==> config.mk <==
export PLATFORM = sky130hd
export DESIGN_NAME = hbs_queue
export DESIGN_NICKNAME = d
export VERILOG_FILES = /design/src/rtl/hbs_pkg.sv /design/src/rtl/hbs_queue.sv
export SDC_FILE = /design/constraint.sdc
export NUM_CORES = 1
export LEC_CHECK = 0
export BUFFER_PORTS_ARGS = -buffer_cell sky130_fd_sc_hd__buf_4
export CAP_MARGIN = 20
export CORE_MARGIN = 8
export CORE_UTILIZATION = 35
export CTS_CLUSTER_SIZE = 8
export DETAILED_ROUTE_END_ITERATION = 12
export GPL_ROUTABILITY_DRIVEN = 0
export SLEW_MARGIN = 5
export SYNTH_ARGS = -nofsm -noshare
export SYNTH_HDL_FRONTEND = slang
export SYNTH_SLANG_ARGS = --single-unit
==> constraint.sdc <==
create_clock -name clk -period 13.04 [get_ports clk]
set_clock_uncertainty 0.15 [all_clocks]
set_input_delay 1.304 -clock clk [delete_from_list [all_inputs] [get_ports clk]]
set_output_delay 1.304 -clock clk [all_outputs]
set_load 0.05 [all_outputs]
==> src/rtl/hbs_pkg.sv <==
// Shared types, constants and helpers for the height map bilinear sampler.
package hbs_pkg;

    localparam int MAP_DIM_MAX = 256;
    localparam int AXIS_W      = 8;
    localparam int DIM_W       = 9;
    localparam int TEXEL_W     = 16;
    localparam int COORD_W     = 17;
    localparam int INT_W       = 16;
    localparam int HEIGHT_W    = 27;
    localparam int CFG_IDX_W   = 3;
    localparam int CFG_DATA_W  = 16;
    localparam int PROD_W      = 27;
    localparam int BANK_AW     = 2 * (AXIS_W - 1);
    localparam int BANK_DEPTH  = 1 << BANK_AW;
    localparam int QUEUE_DEPTH = 4;
    localparam int QPTR_W      = 2;
    localparam int NORM_W      = 25;
    // rounding bias of the normalize step: (2^TEXEL_W - 1) * 256 / 2
    localparam logic [48:0] NORM_BIAS = 49'd8388480;
    localparam logic [16:0] TEXEL_MAX = 17'd65535;

    typedef enum logic [1:0] {
        REQ_WR_BASE   = 2'd0,
        REQ_WR_TRENCH = 2'd1,
        REQ_SAMPLE    = 2'd2
    } req_t;

    typedef enum logic [CFG_IDX_W-1:0] {
        CFG_BASE_W     = 3'd0,
        CFG_BASE_H     = 3'd1,
        CFG_TRENCH_W   = 3'd2,
        CFG_TRENCH_H   = 3'd3,
        CFG_INTENSITY  = 3'd4,
        CFG_USE_TRENCH = 3'd5
    } cfg_idx_t;

    typedef struct packed {
        logic [DIM_W-1:0] base_width;
        logic [DIM_W-1:0] base_height;
        logic [DIM_W-1:0] trench_width;
        logic [DIM_W-1:0] trench_height;
        logic [INT_W-1:0] intensity;
        logic             use_trench;
    } cfg_t;

    typedef struct packed {
        logic [AXIS_W-1:0]  i0;
        logic [AXIS_W-1:0]  i1;
        logic [TEXEL_W-1:0] frac;
    } axis_t;

    typedef struct packed {
        axis_t x;
        axis_t y;
    } map_pos_t;

    typedef struct packed {
        logic [1:0]         req;
        logic [AXIS_W-1:0]  tx;
        logic [AXIS_W-1:0]  ty;
        logic [TEXEL_W-1:0] tv;
        map_pos_t           base;
        map_pos_t           trench;
    } q_item_t;

    function automatic logic [DIM_W-1:0] eff_dim(input logic [DIM_W-1:0] d);
        logic [DIM_W-1:0] r;
        r = d;
        if (d == '0)
            r = DIM_W'(1);
        else if (d > DIM_W'(MAP_DIM_MAX))
            r = DIM_W'(MAP_DIM_MAX);
        return r;
    endfunction

    // t = coord * dim + 1/2 in Q.16; texel pair is floor(t) - 1 and floor(t)
    function automatic axis_t clamp_axis(input logic [PROD_W-1:0] t,
                                         input logic [DIM_W-1:0] dim);
        logic signed [12:0] lo;
        logic signed [12:0] hi;
        logic signed [12:0] top;
        axis_t r;
        lo  = $signed({2'b00, t[PROD_W-1:16]}) - 13'sd1;
        hi  = lo + 13'sd1;
        top = $signed({4'b0000, dim}) - 13'sd1;
        if (lo < 0)
            lo = '0;
        if (lo > top)
            lo = top;
        if (hi > top)
            hi = top;
        r.i0   = lo[AXIS_W-1:0];
        r.i1   = hi[AXIS_W-1:0];
        r.frac = t[15:0];
        return r;
    endfunction

endpackage

==> src/rtl/hbs_queue.sv <==
// Small FIFO between the front end and the texel pipeline.
module hbs_queue (
    input  logic              clk,
    input  logic              rst_n,
    input  logic              push,
    input  hbs_pkg::q_item_t  push_item,
    output logic              not_full,
    input  logic              pop,
    output logic              not_empty,
    output hbs_pkg::q_item_t  head
);
    hbs_pkg::q_item_t              mem_reg [hbs_pkg::QUEUE_DEPTH];
    logic [hbs_pkg::QPTR_W-1:0]    wr_ptr_reg, rd_ptr_reg;
    logic [hbs_pkg::QPTR_W:0]      count_reg;

    assign not_full  = count_reg != (hbs_pkg::QPTR_W+1)'(hbs_pkg::QUEUE_DEPTH);
    assign not_empty = count_reg != '0;
    assign head      = mem_reg[rd_ptr_reg];

    always_ff @(posedge clk or negedge rst_n)
    begin
        if (!rst_n)
        begin
            wr_ptr_reg <= '0;
            rd_ptr_reg <= '0;
            count_reg  <= '0;
        end
        else
        begin
            if (push)
                wr_ptr_reg <= wr_ptr_reg + 1'b1;
            if (pop)
                rd_ptr_reg <= rd_ptr_reg + 1'b1;
            if (push && !pop)
                count_reg <= count_reg + 1'b1;
            else if (pop && !push)
                count_reg <= count_reg - 1'b1;
        end
    end

    always_ff @(posedge clk)
    begin
        if (push)
            mem_reg[wr_ptr_reg] <= push_item;
    end
endmodule

# Yosys cells after proc, flatten, opt, wreduce, memory -nomap -nowiden
# Memory sizes are Yosys's and may differ from the RTL's.
# Index checks and enable logic that the tools add are counted.
# word_totals
ff_bits	7
latchBits	0
ram_bits	648
mem_bits_ro	0
in_bits	166
out_inout_bits	164
mem_count	1
# memory_table
memory	depth	width	rd	rd_ports_with_merged_regs	wr	line	rtl
mem_reg	4	162	1	0	1	hbs_queue.sv:12	hbs_pkg::q_item_t mem_reg [hbs_pkg::QUEUE_DEPTH];
# op_classes
addsub	4
multipliers	0
div	0
magnitude_cmp	0
eq_ne	1
shifts	0
n_mux	4
n_bitwise	0
reduce_logical	6
# op_table
op	count
3-bit 2-to-1 mux	2
2-bit by 1-bit adder with 2-bit output, second input constant	2
3-bit by 1-bit adder with 3-bit output, second input constant	1
3-bit inequality test, second input constant	1
3-bit nonzero test	1
3-bit by 1-bit subtractor with 3-bit output, second input constant	1
1-bit logical AND	2
1-bit logical NOT	2
1-bit 2-to-1 mux	2
2-bit nonzero test	1

# Logic depth before layout (Yosys ltp)
# depth
word_depth	4
ltp_mapped	7
depth_no_buf	7

# Worst setup path after synthesis
# OpenSTA, ideal clock, no wires.
# synth_path
path_type	input -> register
from	input push
to	memory mem_reg[3][0] in the netlist's numbering (enable)
setup_time_ns	0.541
arrival_ns	4.995
required_ns	12.349
setup_slack_ns	7.355
stages	1
n_path_buf	0
path_cell_list	and2_1
# synth_between
elab_chain_cells	2
# synth_rtl
item	line	rtl
start: declaration	hbs_queue.sv:5	input logic push,
1-bit 2-to-1 mux	hbs_queue.sv:43	if (push)
1-bit 2-to-1 mux (not written as such)	hbs_queue.sv:44	mem_reg[wr_ptr_reg] <= push_item;
end: declaration	hbs_queue.sv:12	
# Every way passes these cells.

==> qor.txt <==
status - completed
Max Root-Sink Buffers - 3
total track usage - 13.04%
share of layout cells above drive strength 1 - 46.82%
total core area - 67160 um^2
Slew @ Worst Pin - 0.9851 ns
Area after DPL - 27180 um^2
Max Slew Vio Count - 0
fin crit period - 5.548 ns
Die Y-Extent - 276.6 um
post-synthesis mux area share - 15.40%
Rows - 95
H-tree depth - 3
vias per cell - 4.870
largest net degree at the start of global routing - 63
Netlist cell types - 18
Clk pin slew, worst setup/hold paths - 0.05 ns
DR DRC count - 0
area of the multi-input gates - 3860 um^2
Crit Path Class - reg -> out
worst min path class - reg -> reg
simple-gate share of the synthesized area - 0.2106%
register area - 19640 um^2
Worst-Skew Late Latency - 0.60 ns
setup TNS - 0 ns
largest family of logic cells by synthesized area - multiplexers
Tcrit/Tclk final - 42.55%
TritonCTS buffer count - 92
final setup fails - 0
vias in the first global route - 11.54k
clock sink count - 655
total gr overflow - 0
crit-path max FO - 42
RSZ-0062 raised after global routing - false
Leakage - 0.01004 uW
Worst EP required - 11.59 ns
Crit. End Element - output pin
register area share after synthesis - 82.61%
post-synth top area cell - edfxtp_1
Iteration-0 DRC Markers - 652
design area - 29660 um^2
Detailed Routing Iterations Pass 1 - 4
Critical Path AT - 4.09 ns
WL per Instance - 23.32 um
Placed Cells - 2060
Slew HR - 34.33%
Post-Syn Nets - 1053
max FFs per register - 648
Power Density - 269.5 nW/um^2
total length of routed wires - 50790 um
Synth Area in Compound Gates - 0.02106%
Layout area overhead - 24.81%
synthesized area per cell - 26.98 um^2
FF+latch count, synth - 655
VDD IR max - 0.0001891 V
first-pass GRT wire length - 75550 um
Post CTS Setup Buffer Count - 0
initial antenna violation count - 2
crit start category - flop
Non-Filler Instances - 2178
Crit. Startpoint - rd_ptr_reg[0]
fmax - 180.2 MHz
ANT nets after route - 0
Nets - 1453
Cell Area, Synth - 23770 um^2
final hold violations - 0
Area contributors post-synth - edfxtp_1, mux4_2, dfrtp_1
Buffers on Ports - 329
starting density of the core - 35.39%
Adder-Cell Fraction of Synth Area - 0.3474%
Syn Inst Count - 881
Ys Warns - 0
die width - 276.6 um
reg2reg start - wr_ptr_reg[1]
IO Pins - 330
cells resized by post-CTS repair - 0
FILL cells - 5613
TritonCTS clock tree - yes
Hold Buf Count CTS - 0
routed vias - 10.61k
share of Yosys cell area claimed by the top area cell type - 81.87%
CTS root buf - clkbuf_16
die area - 76500 um^2
Final Total Pwr - 7995 uW
fin util - 44.17%
detailed placement HPWL - 30530 um
worst hold start - count_reg[2]
post-synthesis xor/xnor area fraction - 0.2211%
max cap viols - 0
-- cells in the final DEF, fill, tap and decap left out --
| cell type | Yosys | routed |
|---|---|---|
| clkbuf_16 | 0 | 94 |
| diode_2 | 0 | 2 |
| o21ai_0 | 1 | 1 |
| xnor2_1 | 2 | 2 |
| nor2_1 | 2 | 2 |
| mux2_2 | 1 | 1 |
| dfrtp_1 | 7 | 5 |
| xor2_1 | 4 | 4 |
| edfxtp_1 | 648 | 648 |
| or3_1 | 1 | 1 |
| dfrtp_4 | 0 | 2 |
| mux4_2 | 162 | 162 |
| ha_1 | 5 | 5 |
| inv_6 | 0 | 1 |
| clkinv_1 | 0 | 1 |
| clkinv_4 | 0 | 1 |
| buf_4 | 6 | 342 |
| inv_1 | 4 | 4 |
| nand2_1 | 3 | 3 |
| fa_1 | 1 | 1 |
| clkbuf_1 | 1 | 16 |
| clkinv_8 | 0 | 3 |
| and2_4 | 0 | 4 |
-- cell type report --
class | count | share of cell area (%)
multi-input cells | 186 | 13.01
inverters | 4 | 0.05062
flip-flops and latches | 655 | 66.21
clock inverters | 6 | 0.2362
well taps | 873 | 3.682
diodes | 2 | 0.01687
clock buffers | 110 | 8.132
repair buffers | 342 | 8.655
-- worst paths after layout --
kind                       slack [ns]              end  depth (start not counted)
hold reg to reg                  0.33     count_reg[2]                          1
min in group asynchronous        0.36     count_reg[1]                          1
setup / recovery                 7.49         head[75]                          4
max in group asynchronous       12.22    rd_ptr_reg[0]                          1
setup reg to reg                10.25  mem_reg[1][132]                          4
hold / removal                   0.33     count_reg[2]                          1
-- report_power, final --
| part | switching [uW] | total, uW | internal (uW) |
|---|---|---|---|
| clock | 796 | 2070 | 1280 |
| sequential | 148 | 2910 | 2760 |
| combinational | 2010 | 3010 | 1000 |
| total | 2960 | 7990 | 5040 |
-- metal layers --
| layer | share of wire, % | routed length (um) | global-route usage [%] |
|---|---|---|---|
| met5 | 0 | 0 | 0 |
| met4 | 2.2 | 1101 | 4.742 |
| met3 | 7.0 | 3533 | 4.009 |
| met2 | 52 | 26610 | 22.56 |
| met1 | 38 | 19540 | 15.25 |
-- kinds of logic after synthesis --
kind of cell	Yosys count
flops	655
mux	163
buf+inv	40
simple gates	10
xor+xnor	6
fa+ha+maj	6
compound gates	1
-- metrics by stage --
stage / hold slack (ns) / setup slack (ns)
floorplan: 0.3047 / 7.355
global placement: 0.3200 / 7.943
global route: 0.3227 / 7.036
detailed placement: 0.3274 / 7.934
finish: 0.3324 / 7.492
CTS: 0.2996 / 7.240
-- synthesized netlist by cell type (all sizes together) --
library cell  number
mux2               1
and2               4
edfxtp           648
or3                1
xnor2              2
buf               35
nand2              3
nor2               2
dfrtp              7
mux4             162
clkbuf             1
ha                 5
o21ai              1
fa                 1
xor2               4
inv                4
-- critical path, cell delays in order, from the launching register on --
cell	delay [ns]
dfrtp_4	0.96
buf_4	0.78
buf_4	0.76
mux4_2	0.64
buf_4	0.21
No activity file was read; power rests on OpenSTA's default activity.
