===== src/rtl/hbs_pkg.sv =====
// Shared types, constants and helpers for the height map bilinear sampler.
package hbs_pkg;

    localparam int MAP_DIM_MAX = 256;
    localparam int AXIS_W      = 8;
    localparam int DIM_W       = 9;
    localparam int TEXEL_W     = 16;
    localparam int COORD_W     = 17;
    localparam int INT_W       = 16;
    localparam int HEIGHT_W    = 27;
    localparam int CFG_IDX_W   = 3;
    localparam int CFG_DATA_W  = 16;
    localparam int PROD_W      = 27;
    localparam int BANK_AW     = 2 * (AXIS_W - 1);
    localparam int BANK_DEPTH  = 1 << BANK_AW;
    localparam int QUEUE_DEPTH = 4;
    localparam int QPTR_W      = 2;
    localparam int NORM_W      = 25;
    // rounding bias of the normalize step: (2^TEXEL_W - 1) * 256 / 2
    localparam logic [48:0] NORM_BIAS = 49'd8388480;
    localparam logic [16:0] TEXEL_MAX = 17'd65535;

    typedef enum logic [1:0] {
        REQ_WR_BASE   = 2'd0,
        REQ_WR_TRENCH = 2'd1,
        REQ_SAMPLE    = 2'd2
    } req_t;

    typedef enum logic [CFG_IDX_W-1:0] {
        CFG_BASE_W     = 3'd0,
        CFG_BASE_H     = 3'd1,
        CFG_TRENCH_W   = 3'd2,
        CFG_TRENCH_H   = 3'd3,
        CFG_INTENSITY  = 3'd4,
        CFG_USE_TRENCH = 3'd5
    } cfg_idx_t;

    typedef struct packed {
        logic [DIM_W-1:0] base_width;
        logic [DIM_W-1:0] base_height;
        logic [DIM_W-1:0] trench_width;
        logic [DIM_W-1:0] trench_height;
        logic [INT_W-1:0] intensity;
        logic             use_trench;
    } cfg_t;

    typedef struct packed {
        logic [AXIS_W-1:0]  i0;
        logic [AXIS_W-1:0]  i1;
        logic [TEXEL_W-1:0] frac;
    } axis_t;

    typedef struct packed {
        axis_t x;
        axis_t y;
    } map_pos_t;

    typedef struct packed {
        logic [1:0]         req;
        logic [AXIS_W-1:0]  tx;
        logic [AXIS_W-1:0]  ty;
        logic [TEXEL_W-1:0] tv;
        map_pos_t           base;
        map_pos_t           trench;
    } q_item_t;

    function automatic logic [DIM_W-1:0] eff_dim(input logic [DIM_W-1:0] d);
        logic [DIM_W-1:0] r;
        r = d;
        if (d == '0)
            r = DIM_W'(1);
        else if (d > DIM_W'(MAP_DIM_MAX))
            r = DIM_W'(MAP_DIM_MAX);
        return r;
    endfunction

    // t = coord * dim + 1/2 in Q.16; texel pair is floor(t) - 1 and floor(t)
    function automatic axis_t clamp_axis(input logic [PROD_W-1:0] t,
                                         input logic [DIM_W-1:0] dim);
        logic signed [12:0] lo;
        logic signed [12:0] hi;
        logic signed [12:0] top;
        axis_t r;
        lo  = $signed({2'b00, t[PROD_W-1:16]}) - 13'sd1;
        hi  = lo + 13'sd1;
        top = $signed({4'b0000, dim}) - 13'sd1;
        if (lo < 0)
            lo = '0;
        if (lo > top)
            lo = top;
        if (hi > top)
            hi = top;
        r.i0   = lo[AXIS_W-1:0];
        r.i1   = hi[AXIS_W-1:0];
        r.frac = t[15:0];
        return r;
    endfunction

endpackage


===== src/rtl/hbs_intf.sv =====
// Channel interfaces: request words, response words and configuration writes.
interface hbs_req_if;
    logic                          valid;
    logic                          ready;
    logic [1:0]                    req_type;
    logic [hbs_pkg::AXIS_W-1:0]    texel_x;
    logic [hbs_pkg::AXIS_W-1:0]    texel_y;
    logic [hbs_pkg::TEXEL_W-1:0]   texel_value;
    logic [hbs_pkg::COORD_W-1:0]   sample_u;
    logic [hbs_pkg::COORD_W-1:0]   sample_v;
    modport source (output valid, req_type, texel_x, texel_y, texel_value, sample_u,
                    sample_v, input ready);
    modport sink (input valid, req_type, texel_x, texel_y, texel_value, sample_u,
                  sample_v, output ready);
endinterface



===== src/rtl/hbs_front.sv =====
// Front end: accepts request words, computes texel coordinates, pushes to the queue.
module hbs_front (
    input  logic              clk,
    input  logic              rst_n,
    input  hbs_pkg::cfg_t     cfg,
    hbs_req_if.sink           req,
    input  logic              q_ready,
    output logic              q_push,
    output hbs_pkg::q_item_t  q_item
);
    logic                             f_valid_reg;
    logic [1:0]                       f_req_reg;
    logic [hbs_pkg::AXIS_W-1:0]       f_tx_reg, f_ty_reg;
    logic [hbs_pkg::TEXEL_W-1:0]      f_tv_reg;
    logic [hbs_pkg::PROD_W-1:0]       f_bu_reg, f_bv_reg, f_tu_reg, f_tv2_reg;
    logic [hbs_pkg::DIM_W-1:0]        bw, bh, tw, th;
    logic                             accept;
    logic                             known;

    assign bw = hbs_pkg::eff_dim(cfg.base_width);
    assign bh = hbs_pkg::eff_dim(cfg.base_height);
    assign tw = hbs_pkg::eff_dim(cfg.trench_width);
    assign th = hbs_pkg::eff_dim(cfg.trench_height);

    assign req.ready = !f_valid_reg || q_ready;
    assign accept    = req.valid && req.ready;
    // unknown request codes are dropped here
    assign known     = (req.req_type == hbs_pkg::REQ_WR_BASE)
                    || (req.req_type == hbs_pkg::REQ_WR_TRENCH)
                    || (req.req_type == hbs_pkg::REQ_SAMPLE);
    assign q_push    = f_valid_reg && q_ready;

    always_ff @(posedge clk or negedge rst_n)
    begin
        if (!rst_n)
        begin
            f_valid_reg <= 1'b0;
        end
        else if (req.ready)
        begin
            f_valid_reg <= accept && known;
        end
    end

    always_ff @(posedge clk)
    begin
        if (accept)
        begin
            f_req_reg <= req.req_type;
            f_tx_reg  <= req.texel_x;
            f_ty_reg  <= req.texel_y;
            f_tv_reg  <= req.texel_value;
            f_bu_reg  <= hbs_pkg::PROD_W'(req.sample_u * bw) + hbs_pkg::PROD_W'(32768);
            f_bv_reg  <= hbs_pkg::PROD_W'(req.sample_v * bh) + hbs_pkg::PROD_W'(32768);
            f_tu_reg  <= hbs_pkg::PROD_W'(req.sample_u * tw) + hbs_pkg::PROD_W'(32768);
            f_tv2_reg <= hbs_pkg::PROD_W'(req.sample_v * th) + hbs_pkg::PROD_W'(32768);
        end
    end

    always_comb
    begin
        q_item.req      = f_req_reg;
        q_item.tx       = f_tx_reg;
        q_item.ty       = f_ty_reg;
        q_item.tv       = f_tv_reg;
        q_item.base.x   = hbs_pkg::clamp_axis(f_bu_reg, bw);
        q_item.base.y   = hbs_pkg::clamp_axis(f_bv_reg, bh);
        q_item.trench.x = hbs_pkg::clamp_axis(f_tu_reg, tw);
        q_item.trench.y = hbs_pkg::clamp_axis(f_tv2_reg, th);
    end
endmodule


===== src/flat_wrapper.sv =====
// flat-port wrapper written by rule: the top's interface ports become plain ports
module hbs_front_flat 
  (clk, rst_n, cfg, q_ready, q_push, q_item, req_valid, req_req_type, req_texel_x, req_texel_y, req_texel_value, req_sample_u, req_sample_v, req_ready);
  hbs_req_if req_i ();
  input  logic clk;
  input  logic rst_n;
  input  hbs_pkg::cfg_t cfg;
  input  logic q_ready;
  output logic q_push;
  output hbs_pkg::q_item_t q_item;
  input wire logic [$bits(req_i.valid)-1:0] req_valid;
  input wire logic [$bits(req_i.req_type)-1:0] req_req_type;
  input wire logic [$bits(req_i.texel_x)-1:0] req_texel_x;
  input wire logic [$bits(req_i.texel_y)-1:0] req_texel_y;
  input wire logic [$bits(req_i.texel_value)-1:0] req_texel_value;
  input wire logic [$bits(req_i.sample_u)-1:0] req_sample_u;
  input wire logic [$bits(req_i.sample_v)-1:0] req_sample_v;
  output wire logic [$bits(req_i.ready)-1:0] req_ready;
  assign req_i.valid = req_valid;
  assign req_i.req_type = req_req_type;
  assign req_i.texel_x = req_texel_x;
  assign req_i.texel_y = req_texel_y;
  assign req_i.texel_value = req_texel_value;
  assign req_i.sample_u = req_sample_u;
  assign req_i.sample_v = req_sample_v;
  assign req_ready = req_i.ready;
  hbs_front u_core (.clk(clk), .rst_n(rst_n), .cfg(cfg), .req(req_i), .q_ready(q_ready), .q_push(q_push), .q_item(q_item));
endmodule

===== config.mk =====
export PLATFORM = sky130hd
export DESIGN_NAME = hbs_front_flat
export DESIGN_NICKNAME = d
export VERILOG_FILES = /design/src/rtl/hbs_pkg.sv /design/src/rtl/hbs_intf.sv /design/src/rtl/hbs_front.sv /design/src/flat_wrapper.sv
export SDC_FILE = /design/constraint.sdc
export NUM_CORES = 2
export LEC_CHECK = 0
export ABC_CLOCK_PERIOD_IN_PS = 4300
export BUFFER_PORTS_ARGS = -buffer_cell sky130_fd_sc_hd__buf_2
export CORE_MARGIN = 10
export CORE_UTILIZATION = 25
export DETAILED_ROUTE_END_ITERATION = 6
export GPL_TIMING_DRIVEN = 0
export PLACE_DENSITY = 0.52
export SYNTH_ARGS = -nofsm -noshare
export SYNTH_HDL_FRONTEND = slang
export SYNTH_SLANG_ARGS = --single-unit

===== constraint.sdc =====
create_clock -name clk -period 4.3 [get_ports clk]
set_clock_uncertainty 0.05 [all_clocks]
set_input_delay 0.645 -clock clk [delete_from_list [all_inputs] [get_ports clk]]
set_output_delay 0.645 -clock clk [all_outputs]
set_load 0.02 [all_outputs]

# Word-level counts from Yosys, hierarchy flattened
# Index checks and enable logic that the tools add are counted.
totals:
  output_inout_bits: 164
  regBits: 143
  elab_cells: 79
op_classes:
  multipliers: 4
  eq_ne: 2
  muxes: 20
  n_lt_le_gt_ge: 16
  addsub: 16
  n_reduce_logical: 12
op_table:
  columns: ["op", "n"]
  rows:
  - ["$add 26x16->27 const B", 4]
  - ["$gt 13x10->1", 8]
  - ["$mul 17x9->26", 4]
  - ["$mux 9", 8]
  - ["$mux 8", 8]
  - ["$add 12x2->13 const B", 4]
  - ["$mux 13", 4]
  - ["$lt 12x1->1 const B", 4]
  - ["$sub 11x1->12 const B", 4]
  - ["$sub 9x1->10 const B", 4]
  - ["$gt 9x9->1 const B", 4]
  - ["$logic_not 9->1", 4]
  - ["$logic_and 1x1->1", 3]
  - ["$logic_or 1x1->1", 3]
  - ["$eq 2x1->1 const B", 1]
  - ["$eq 2x2->1 const B", 1]
  - ["$logic_not 2->1", 1]
  - ["$logic_not 1->1", 1]

# Logic depth before layout (Yosys ltp)
logic_depth:
  ltp_word: 6
  mapped_depth: 25
  depth_no_buf: 23

# Least setup slack after synthesis
# Ideal clock, no wire load.
synth_path:
  path_kind: "input to register"
  startpoint: "input port cfg[49] in the netlist's numbering"
  endpoint: "register u_core.f_bu_reg[25] in the netlist's numbering, data pin"
  arrival_ps: 6301
  setup_slack_ps: -2308
  required_ps: 3992
  cell_stages: 25
  n_path_buf: 2
  path_cell_list: "nor4_1 a21oi_1 nor2_1 clkbuf_1 clkbuf_1 nand2_1 fa_1 fa_1 inv_1 ha_1 inv_1 fa_1 inv_1 ha_1 ha_1 fa_1 a21o_1 a211oi_1 o21ai_1 a41o_1 o21ai_1 nand3_1 a41o_1 a21oi_1 xnor2_1"
synth_via:
  elab_chain_cells: 5
  word_cells_on_any_way: 6
  classes_between: "add/sub: 1; mul: 1; order compare: 1; mux: 2; reduce/logical: 1"
synth_rtl:
  columns: ["element", "line", "text"]
  rows:
  - ["start, declared", "flat_wrapper.sv:7", "input hbs_pkg::cfg_t cfg;"]
  - ["$gt 9x9->1", "hbs_pkg.sv:72", "else if (d > DIM_W'(MAP_DIM_MAX))"]
  - ["$mux 9", "hbs_pkg.sv:72", null]
  - ["$mux 9 *", "hbs_pkg.sv:70", "if (d == '0)"]
  - ["$mul 17x9->26 *", "hbs_front.sv:53", "f_bu_reg <= hbs_pkg::PROD_W'(req.sample_u * bw) + hbs_pkg::PROD_W'(32768);"]
  - ["$add 26x16->27 *", "hbs_front.sv:53", null]
  - ["end signal, assigned", "hbs_front.sv:53", null]
  - ["end, declared", "hbs_front.sv:15", "logic [hbs_pkg::PROD_W-1:0] f_bu_reg, f_bv_reg, f_tu_reg, f_tv2_reg;"]
# Mark *: on every way between the ends. The rest lies on a longest branch, timed or not.
# A chain may end at the register's enable or synchronous reset.

# Worst setup path in the final report
layout_path:
  startpoint: "input port cfg[18] in the netlist's numbering"
  endpoint: "register u_core.f_tv2_reg[26] in the netlist's numbering, data pin"
layout_via:
  elab_chain_cells: 5
  word_cells_on_any_way: 6
  classes_between: "add/sub: 1; mul: 1; order compare: 1; mux: 2; reduce/logical: 1"
layout_rtl:
  columns: ["element", "line", "text"]
  rows:
  - ["$gt 9x9->1", "hbs_pkg.sv:72", null]
  - ["$mux 9", "hbs_pkg.sv:72", null]
  - ["$mux 9 *", "hbs_pkg.sv:70", null]
  - ["$mul 17x9->26 *", "hbs_front.sv:56", "f_tv2_reg <= hbs_pkg::PROD_W'(req.sample_v * th) + hbs_pkg::PROD_W'(32768);"]
  - ["$add 26x16->27 *", "hbs_front.sv:56", null]
  - ["end signal, assigned", "hbs_front.sv:56", null]
  - ["end, declared", "hbs_front.sv:15", null]
# Marks and branches as above.

==> flow_summary.ini <==
[critical_path]
cpMostUsedCell = fa_1
cp_slowest_cell = fa_1
required_ns = 4.50
crit_path_start_kind = input port
end_kind = flop
crit_path_max_incr_delay_ns = 0.51
critPathMaxFanout = 7
arrival_ns = 6.04
reg2reg_from = u_core.f_valid_reg
path_class = in -> reg
cp-startpoint = cfg[18]

[cells_and_area]
drive_above_1_share = 0.3408
utilization = 0.3440
fin_cells = 5306
syn_to_final_growth_pct = 36.61
final.fill_count = 12081
regArea_mm2 = 0.004289
layout.nets = 4692
multi_input_area_mm2 = 0.02659

[clock_tree]
insertion_delay_ns = 0.49
h-tree-depth = 4
clock-sinks = 143
cts.path.max_buffers = 2
cts-buffers-inserted = 17
clkTransAtPathRegs_ns = 0.07
cts_root_buf = clkbuf_16
cts_tree = done

[routing]
wl_met2_um = 44490
vias = 23936
drtAntennaViolNets = 0
routed_via_density = 4.511
top_layer = met5
drc = 0
drt_wl_total_um = 91330
wl_met1_um = 39600
dr.first_iter.drc_count = 1101
met3_length_um = 5679
drtPass1Iterations = 7
wl_per_cell_um = 17.21

[logic_synthesis]
synth_most_common_cell = inv_1
yosys_most_used_dff = edfxtp_1
synth_enable_flop_cells = 142
yosys_warnings = 0
yosysSeqAreaShare = 0.1443
synth_top_area_cell = fa_1
syn_area_mm2 = 0.02973
syn_area_per_cell_um2 = 9.257
ys_top_cells_by_count = inv_1 (477), fa_1 (428), nand2_1 (403), ha_1 (384), and2_1 (280)
yosysTopAreaCellShare = 0.2882
syn_inst = 3212
yosys-top-cells-area = fa_1 (29%), ha_1 (16%), edfxtp_1 (14%), inv_1 (6.0%), and2_1 (5.9%)
ys_ff_latch = 143
yosys.cell_types.count = 83
async_flop_share = 0.006993

[grt]
grt_max_degree = 58
grt_overflow = 0
grt_pass1_wl_um = 141900
grt_pass1_vias = 25526
antenna_found_initial = 13
grt_usage = 0.1370

[floorplanning]
die_y_um = 364.9
die_area_mm2 = 0.1331
ioPinCount = 289
core_mm2 = 0.1181
row_count = 126
die_x_um = 364.9
start_util = 0.2518

[hold_path]
hold_path.class = in -> reg
min_from = req_texel_y[4]

[sta]
worst_slack_ns = -1.535
finalSetupViolations = 143
tightestPinTransition_ns = 0.9512
post-route-period-util = 1.357
fin_setup_tns_ns = -100.59
fin_crit_ns = 5.835
maxClockFrequency_mhz = 171.4
slew_viol_final = 0
rsz0062_at_grt = true
slew_headroom = 0.3620
hold-worst-slack_ns = 0.2585
hold_viol = 0

[outcome]
violations = setup timing
outcome = finished, violations left

[run]
maxCapViolations = 0

[placement]
gp_congestion = 0.8573
portBuffers = 259
hpwl_um = 71350
dp_slack_ns = -2.584
dp_cells = 5037

[power_and_ir_drop]
power_density_mw_per_mm2 = 461.6
p_leak_nw = 18.90
ir_drop_mv = 0.3982
final cells by class:
type / count / share of cell area
Clock inverter: 14 / 0.002926
Multi-Input combinational cell: 2420 / 0.6546
Inverter: 477 / 0.04433
Buffer: 195 / 0.04066
Tap cell: 1536 / 0.04732
Timing Repair Buffer: 501 / 0.09392
Clock buffer: 18 / 0.01057
Sequential cell: 143 / 0.1056
Antenna cell: 2 / 0.0001232
path summary, 6_finish.rpt:
path                       slack [ns]  depth (start not counted)                    to
max reg2reg                      2.15                          5   u_core.f_bv_reg[20]
min                              0.26                          1    u_core.f_ty_reg[4]
max                             -1.53                         26  u_core.f_tv2_reg[26]
min in group asynchronous        0.41                          2    u_core.f_valid_reg
min reg2reg                      0.49                          2    u_core.f_valid_reg
max in group asynchronous        3.71                          2    u_core.f_valid_reg
worst max-delay path: cells and delay by family:
family | cells | cell delay [ns]
compound gates | 5 | 0.76
simple gates | 6 | 1.30
xor+xnor | 1 | 0.08
buf+inv | 8 | 0.76
fa+ha+maj | 6 | 2.45
placed cells by master, fill, tap and decap left out, drive strengths merged, types with 6 or more instances in the layout:
cell / instances
a211oi: 16
a21o: 33
a21oi: 95
a31o: 6
a31oi: 8
and2: 280
buf: 592
clkbuf: 121
clkinv: 8
conb: 28
edfxtp: 142
fa: 428
ha: 384
inv: 477
mux2: 8
mux2i: 41
nand2: 403
nand2b: 26
nand3: 26
nand4: 17
nor2: 121
nor2b: 50
nor3: 48
nor4: 15
o211ai: 10
o21a: 24
o21ai: 71
o21bai: 12
o31ai: 10
or2: 17
or3: 29
xnor2: 101
xor2: 62
metal layers:
| layer | up-vias | track usage |
|---|---|---|
| met2 | 446 | 0.2307 |
| met5 | - | 0 |
| li1 | 11274 | - |
| met4 | 10 | 0.03010 |
| met1 | 12120 | 0.1743 |
| met3 | 86 | 0.03661 |
cell families (layout without fill, tap and decap cells):
group,after synthesis,count (layout),share of synthesized area
simple gates,1050,1050,0.1780
xor+xnor,163,163,0.04827
other cells,1,30,0.0001261
mux,49,49,0.01683
compound gates,318,318,0.06872
buf+inv,676,1205,0.09405
flops,143,143,0.1443
fa+ha+maj,812,812,0.4498
per-stage QoR:
| step | total power [mW] | cell area [um^2] |
|---|---|---|
| final | 18.75 | 40620 |
| after global placement | 14.18 | 35100 |
| after detailed placement | 14.19 | 35170 |
| after floorplan | 11.32 | 31880 |
| after global routing | 20.44 | 40610 |
| after CTS | 17.51 | 38680 |
timing repair:
item	CTS	global route
gates resized for setup	406	329
setup buffers	166	92
endpoints found under the setup margin	146	146
cloned	2	1
pin swaps	211	178
hold buffers	1	0
hold endpoints to repair	1	0
report_power, final:
| group | total [mW] | internal (mW) | leakage [nW] | switching [mW] |
|---|---|---|---|---|
| combinational | 14.8 | 7.12 | 17.2 | 7.66 |
| clock | 1.53 | 0.791 | 0.262 | 0.736 |
| sequential | 2.43 | 2.19 | 1.39 | 0.247 |
Note: power is estimated with default switching activity, not from simulation.
